### config.mk
export PLATFORM = sky130hd
export DESIGN_NAME = kpc_cell
export DESIGN_NICKNAME = d
export VERILOG_FILES = /design/src/sv/kpc_pkg.sv /design/src/sv/kpc_cell.sv
export SDC_FILE = /design/constraint.sdc
export NUM_CORES = 1
export LEC_CHECK = 0
export BUFFER_PORTS_ARGS = -buffer_cell sky130_fd_sc_hd__buf_2
export CAP_MARGIN = 20
export CORE_AREA = 2 2 128 130
export CTS_CLUSTER_DIAMETER = 60
export DETAILED_ROUTE_END_ITERATION = 12
export DIE_AREA = 0 0 130 132
export PLACE_DENSITY = 0.69
export SLEW_MARGIN = 15
export SYNTH_ARGS = -nofsm -noshare
export SYNTH_HDL_FRONTEND = slang
export SYNTH_SLANG_ARGS = --single-unit
### constraint.sdc
create_clock -name clk -period 3.1 [get_ports clk]
set_input_delay 0.465 -clock clk [delete_from_list [all_inputs] [get_ports clk]]
set_output_delay 0.465 -clock clk [all_outputs]
set_load 0.02 [all_outputs]
### src/sv/kpc_pkg.sv
// kpc_pkg: shared constants and types for the keyed position cache
// no dependencies
`default_nettype none
package kpc_pkg;
  localparam int DEPTH_DEF    = 64;
  localparam int KEY_BITS_DEF = 32;
  localparam int POS_BITS     = 32;
  localparam int USE_BITS     = 16;
  localparam int CNT_BITS     = 32;
  localparam int CFG_BITS     = 7;

  localparam logic [USE_BITS-1:0] USE_LIMIT = 16'd10000;
  localparam logic [USE_BITS-1:0] USE_MAX   = 16'hFFFF;
  localparam logic [CFG_BITS-1:0] CAP_RESET = 7'd64;

  localparam logic CMD_LOOKUP = 1'b0;
  localparam logic CMD_STORE  = 1'b1;

  typedef struct packed {
    logic load;
    logic shift;
    logic bump;
    logic cmp;
  } cell_ctrl_t;
endpackage
`default_nettype wire

### src/sv/kpc_cell.sv
// kpc_cell: one cache entry, compares against the broadcast key pair
// and takes its neighbor's entry when the row compacts; uses kpc_pkg
`default_nettype none
module kpc_cell import kpc_pkg::*; #(
  parameter int KEY_BITS = KEY_BITS_DEF
) (
  input  wire                  clk,
  input  cell_ctrl_t           ctrl,
  input  wire [KEY_BITS-1:0]   key_file,
  input  wire [KEY_BITS-1:0]   key_label,
  input  wire [POS_BITS-1:0]   new_pos,
  input  wire [KEY_BITS-1:0]   nb_file,
  input  wire [KEY_BITS-1:0]   nb_label,
  input  wire [POS_BITS-1:0]   nb_pos,
  input  wire [USE_BITS-1:0]   nb_uses,
  output logic [KEY_BITS-1:0]  file_o,
  output logic [KEY_BITS-1:0]  label_o,
  output logic [POS_BITS-1:0]  pos_o,
  output logic [USE_BITS-1:0]  uses_o,
  output logic                 match_o,
  output logic                 low_o
);
  logic [KEY_BITS-1:0] file_r, label_r;
  logic [POS_BITS-1:0] pos_r;
  logic [USE_BITS-1:0] uses_r;
  logic                match_r, low_r;

  always_ff @(posedge clk) begin
    if (ctrl.load) begin
      file_r  <= key_file;
      label_r <= key_label;
      pos_r   <= new_pos;
      uses_r  <= '0;
    end else if (ctrl.shift) begin
      file_r  <= nb_file;
      label_r <= nb_label;
      pos_r   <= nb_pos;
      uses_r  <= nb_uses;
    end else if (ctrl.bump && uses_r != USE_MAX) begin
      uses_r  <= uses_r + 1'b1;
    end
    if (ctrl.cmp) begin
      match_r <= (file_r == key_file) && (label_r == key_label);
      low_r   <= uses_r < USE_LIMIT;
    end
  end

  assign file_o  = file_r;
  assign label_o = label_r;
  assign pos_o   = pos_r;
  assign uses_o  = uses_r;
  assign match_o = match_r;
  assign low_o   = low_r;
endmodule
`default_nettype wire

# Word-level counts from Yosys, hierarchy flattened
# Cells that the tools add are included.
totals:
  ff_bits: 114
  input_bits: 213
  wordCells: 23
  output_inout_bits: 114
op_classes:
  n_addsub: 1
  mux: 8
  order_cmp: 1
  n_reduce_logical: 4
  n_eq_ne: 3
ops:
  columns: ["cell", "n"]
  rows:
  - ["32-bit 2-to-1 mux", 6]
  - ["32-bit equality test", 2]
  - ["16-bit 2-to-1 mux", 2]
  - ["16-bit by 1-bit adder with 16-bit output (second input constant)", 1]
  - ["16-bit by 14-bit < comparator with 1-bit output (second input constant)", 1]
  - ["16-bit != test (second input constant)", 1]
  - ["2-bit nonzero test", 2]
  - ["1-bit logical AND", 2]

# Depth between registers and ports, before layout
depth:
  word_depth: 4
  ltp_mapped: 6

# Worst setup path after synthesis
# No wires, ideal clock.
synth_timing:
  kind: "input -> register"
  startpoint: "in ctrl[2] (netlist name)"
  endpoint: "reg uses_r[4] (netlist: uses_o[4])"
  slack_ps: 667
  path_buffers: 1
  cell_stages: 4
  t_arrival_ps: 2316
  required_time_ps: 2983
  path_cell_list: "clkbuf_1 -> or2_2 -> nor2_1 -> a22o_1"
synth_between:
  elab_chain_len: 1
synth_lines:
  columns: ["element", "line_no", "rtl"]
  rows:
  - ["start: declaration", "kpc_cell.sv:8", "input cell_ctrl_t ctrl,"]
  - ["16-bit 2-to-1 mux or 2-bit nonzero test (tied branches)", null, null]
  - ["end signal: assignment", "kpc_cell.sv:38", "uses_r <= nb_uses;"]
  - ["end signal: assignment", "kpc_cell.sv:40", "uses_r <= uses_r + 1'b1;"]
  - ["end: declaration", "kpc_cell.sv:25", "logic [USE_BITS-1:0] uses_r;"]
# Parallel ways exist; a longest one is shown, timed or not.
# A chain may end at the register's enable or synchronous reset.

# Final worst setup path
layout_timing:
  startpoint: "reg uses_r[0] (netlist: uses_o[0])"
  endpoint: "reg uses_r[6] (netlist: uses_o[6])"
layout_between:
  elab_chain_len: 3
layout_lines:
  columns: ["element", "line_no", "rtl"]
  rows:
  - ["16-bit by 1-bit adder with 16-bit output or 16-bit != test (tied branches)", "kpc_cell.sv:40, kpc_cell.sv:39", null]
  - ["16-bit 2-to-1 mux or 1-bit logical AND (tied branches)", "kpc_cell.sv:39", "end else if (ctrl.bump && uses_r != USE_MAX) begin"]
  - ["16-bit 2-to-1 mux or 2-bit nonzero test (tied branches)", null, null]
# Parallel ways exist; a longest one is shown, timed or not. The select of a mux whose other input is x is not followed.

==> impl_results.md <==
* Run status: completed
* H-tree levels at 4
* Fin. Hold Viols at 0
* Worst skew pair latency at 410 ps
* Share of cells above drive strength 1 at 60.00%
* WP data required at 3400 ps
* Synth Area in Adders at 0.2155%
* HP Class: input port to register
* Worst-path clk slew at 60 ps
* First-pass GRT wire length at 23,960 um
* Yosys Warn Count at 0
* Crit-path leading delay family: simple AND/OR/NAND/NOR gates
* Total track usage at 18.12%
* Register area share after synthesis at 56.19%
* Post-synthesis simple-gate area fraction at 8.533%
* Worst EP arrival at 2530 ps
* Mapped Area at 5807 um2
* Post-route setup TNS at 0 ps
* Sw Pwr at 0.001266 W
* Largest net degree at the start of global routing at 70
* Die Ht at 132 um
* Io pins at 327
* Syn Inst Count at 421
* Antenna Nets Post-Route at 0
* Initial drt markers at 139
* Synth Flop Type: edfxtp_1
* Setup Crit Path Kind: register to register
* Max-slew violation count at 0
* CP peak stage delay at 730 ps
* MaxCap Viol Count at 0
* VDD IR max at 0.3173 mV
* Post-route setup slack at 875.9 ps
* Comb pwr share at 18.5%
* Largest family of logic cells by synthesized area: multiplexers
* Post-Synthesis Net Count at 635
* Final nets at 966
* Total grt overflow at 0
* Clock Tree Root: clkbuf_16
* Drt drc at 0
* Crit share post-route at 71.74%
* CTS tree: yes
* Power share of the clock group at 38.8%
* Fmax at 0.4496 GHz
* Layout Area Growth over Synthesis at 41.46%
* Placed instance count at 949
* Post-synthesis compound-gate area fraction at 4.697%
* Tmin final at 2224 ps
* Synth Area in XOR/XNOR at 9.653%
* HPWL Detailed at 12,450 um
* Cts repair resizes at 0
* Worst slack at placement at 893.1 ps
* Via count at 4,745
* Register-to-register setup slack at 880 ps
* FF+latch count, synth at 114
* Final setup viols at 0
* Starting Density at 36.96%
* Number of setup buffers added after CTS at 0
* Vias in the first global route at 4,770
* DRT Wirelength at 16,360 um
* Pwr dens at 556.9 nW/um2
* Post-synth EDFFs at 98
* CP max FO at 13
* Crit end category: register
* Post-synthesis mux area share at 18.62%
* Port bufs at 326
* Core ar. at 15,710 um2
* Inserted Clock Buffers at 17
* Clk buf depth at 2
* Initial antenna violation count at 0
* Die ar. at 17,160 um2
* Leakage at 3.600 nW
* Via density at 4.837
* Row count at 46
* Rel. slew slack at 53.15%
* Initial DRT Pass Iterations at 4
* Mean post-synth cell area at 13.79 um2
* Total clock sinks at 114
* CP Buf/Inv Count at 0
* Total power draw at 0.004575 W
* Asr flop ratio synth at 0%
* Placer Congestion at 0.8170
* Sw Ratio at 27.66%
* N_diodes at 0
* CP Launch Type: register
* Wirelength per Cell at 16.68 um
* Slew @ Worst Pin at 697.5 ps
* Final Skew at 12.81 ps
* Post-CTS Hold Buffers at 0
* Fin cells at 981
* Die Wd at 130 um
* Power Internal at 0.003309 W
* Slowest-stage cell, CP: nor4_4
* Synth unique cells at 43
* Cell chain of the critical path: ha_1 -> nand4_2 -> nor4_4 -> nor4_1 -> o31a_1
* Seq pwr share at 42.8%
* Unrepaired setup endpoints after global routing: no
==> state kept, by name, indices dropped and copies added (netlist names) <==
register	cells
file_o	32
label_o	32
pos_o	32
uses_o	16
low_o	1
match_o	1
==> metrics by stage <==
step	hold WS (ps)	util, %	area (um2)
after floorplan	573.6	-	5807
after global placement	512.4	48.91	7685
after detailed placement	531.7	48.91	7685
after CTS	255.2	52.28	8214
after global routing	255.1	52.28	8214
final	277.5	52.28	8214
==> kinds of logic after synthesis <==
group / after synthesis
AND/OR/NAND/NOR: 81
AO/OA/AOI/OAI: 37
adder cells (fa/ha/maj): 1
buffers and inverters: 28
flip-flops: 114
XOR/XNOR: 64
multiplexers: 96
==> cells in the final DEF (no fill, tap or decap), types with 4 or more instances in the layout <==
cell type / instances
buf_2: 325
edfxtp_1: 98
mux2_2: 96
xor2_1: 64
nor4_1: 23
clkbuf_16: 17
dfxtp_1: 16
nor2_1: 14
inv_1: 10
nand4_1: 8
nand2_1: 7
nand3_1: 6
a311oi_1: 6
o31a_1: 6
clkinv_2: 5
o21ai_0: 4
or4_1: 4
or3_1: 4
a21oi_1: 4
o21ai_1: 4
clkinvlp_4: 4
==> area by class of cell <==
type	count	area, um2
Fill cell	1402	7498
Sequential cell	114	3263
Multi-Input combinational cell	279	2425
Timing Repair Buffer	330	1689
Clock buffer	20	436.7
Tap cell	216	270.3
Clock inverter	12	92.59
Inverter	10	37.54
==> per-layer routing <==
metal	part of all wire [%]	GRT usage, %	vias to the layer above	routed length [um]
met3	7.7	5.357	33	1268
met2	49	30.66	228	7994
met5	0	0	-	0
met1	41	21.35	2192	6706
met4	2.4	7.467	0	392
li1	-	-	2292	-
==> power by group through the flow <==
stage	Clock (W)	Sequential (W)	Combinational, W
2_1_floorplan	0	0.00218	0.000270
3_3_place_gp	0	0.00198	0.000850
3_5_place_dp	0	0.00199	0.000854
4_1_cts	0.00182	0.00196	0.000857
5_1_grt	0.00187	0.00197	0.000911
6_report	0.00177	0.00196	0.000845
==> cell usage after synthesis, types with 2 or more instances <==
cell,n,area (um2)
o31a_1,6,52.55
a311oi_1,6,52.55
mux2_2,96,1081
nand2_1,7,26.28
edfxtp_1,98,2943
and3_1,3,18.77
nor4_1,23,143.9
a211oi_1,2,15.01
dfxtp_1,16,320.3
nor3_1,3,15.01
nor2_1,14,52.55
or3_1,4,25.02
clkbuf_1,12,45.04
o21ai_0,4,20.02
xor2_1,64,560.5
buf_1,3,11.26
o21ai_1,4,20.02
o31ai_1,2,15.01
nand3_1,6,30.03
or4_1,4,30.03
nand4_1,8,50.05
a221oi_1,2,17.52
buf_6,2,22.52
a21oi_1,4,20.02
inv_1,10,37.54
==> final timing paths <==
kind / startpoint / end / cells past startpoint
worst max-delay path: uses_o[0] / uses_o[6] / 5
worst min-delay path: nb_uses[4] / uses_o[4] / 2
worst max register to register: uses_o[0] / uses_o[6] / 5
worst min register to register: uses_o[1] / uses_o[1] / 2
==> worst reg2reg max path, stage by stage, from the launching register on <==
cell,delay (ps)
dfxtp_1,400
ha_1,250
nand4_2,320
nor4_4,740
nor4_1,110
o31a_1,300
(Power assumes the default switching activity.)
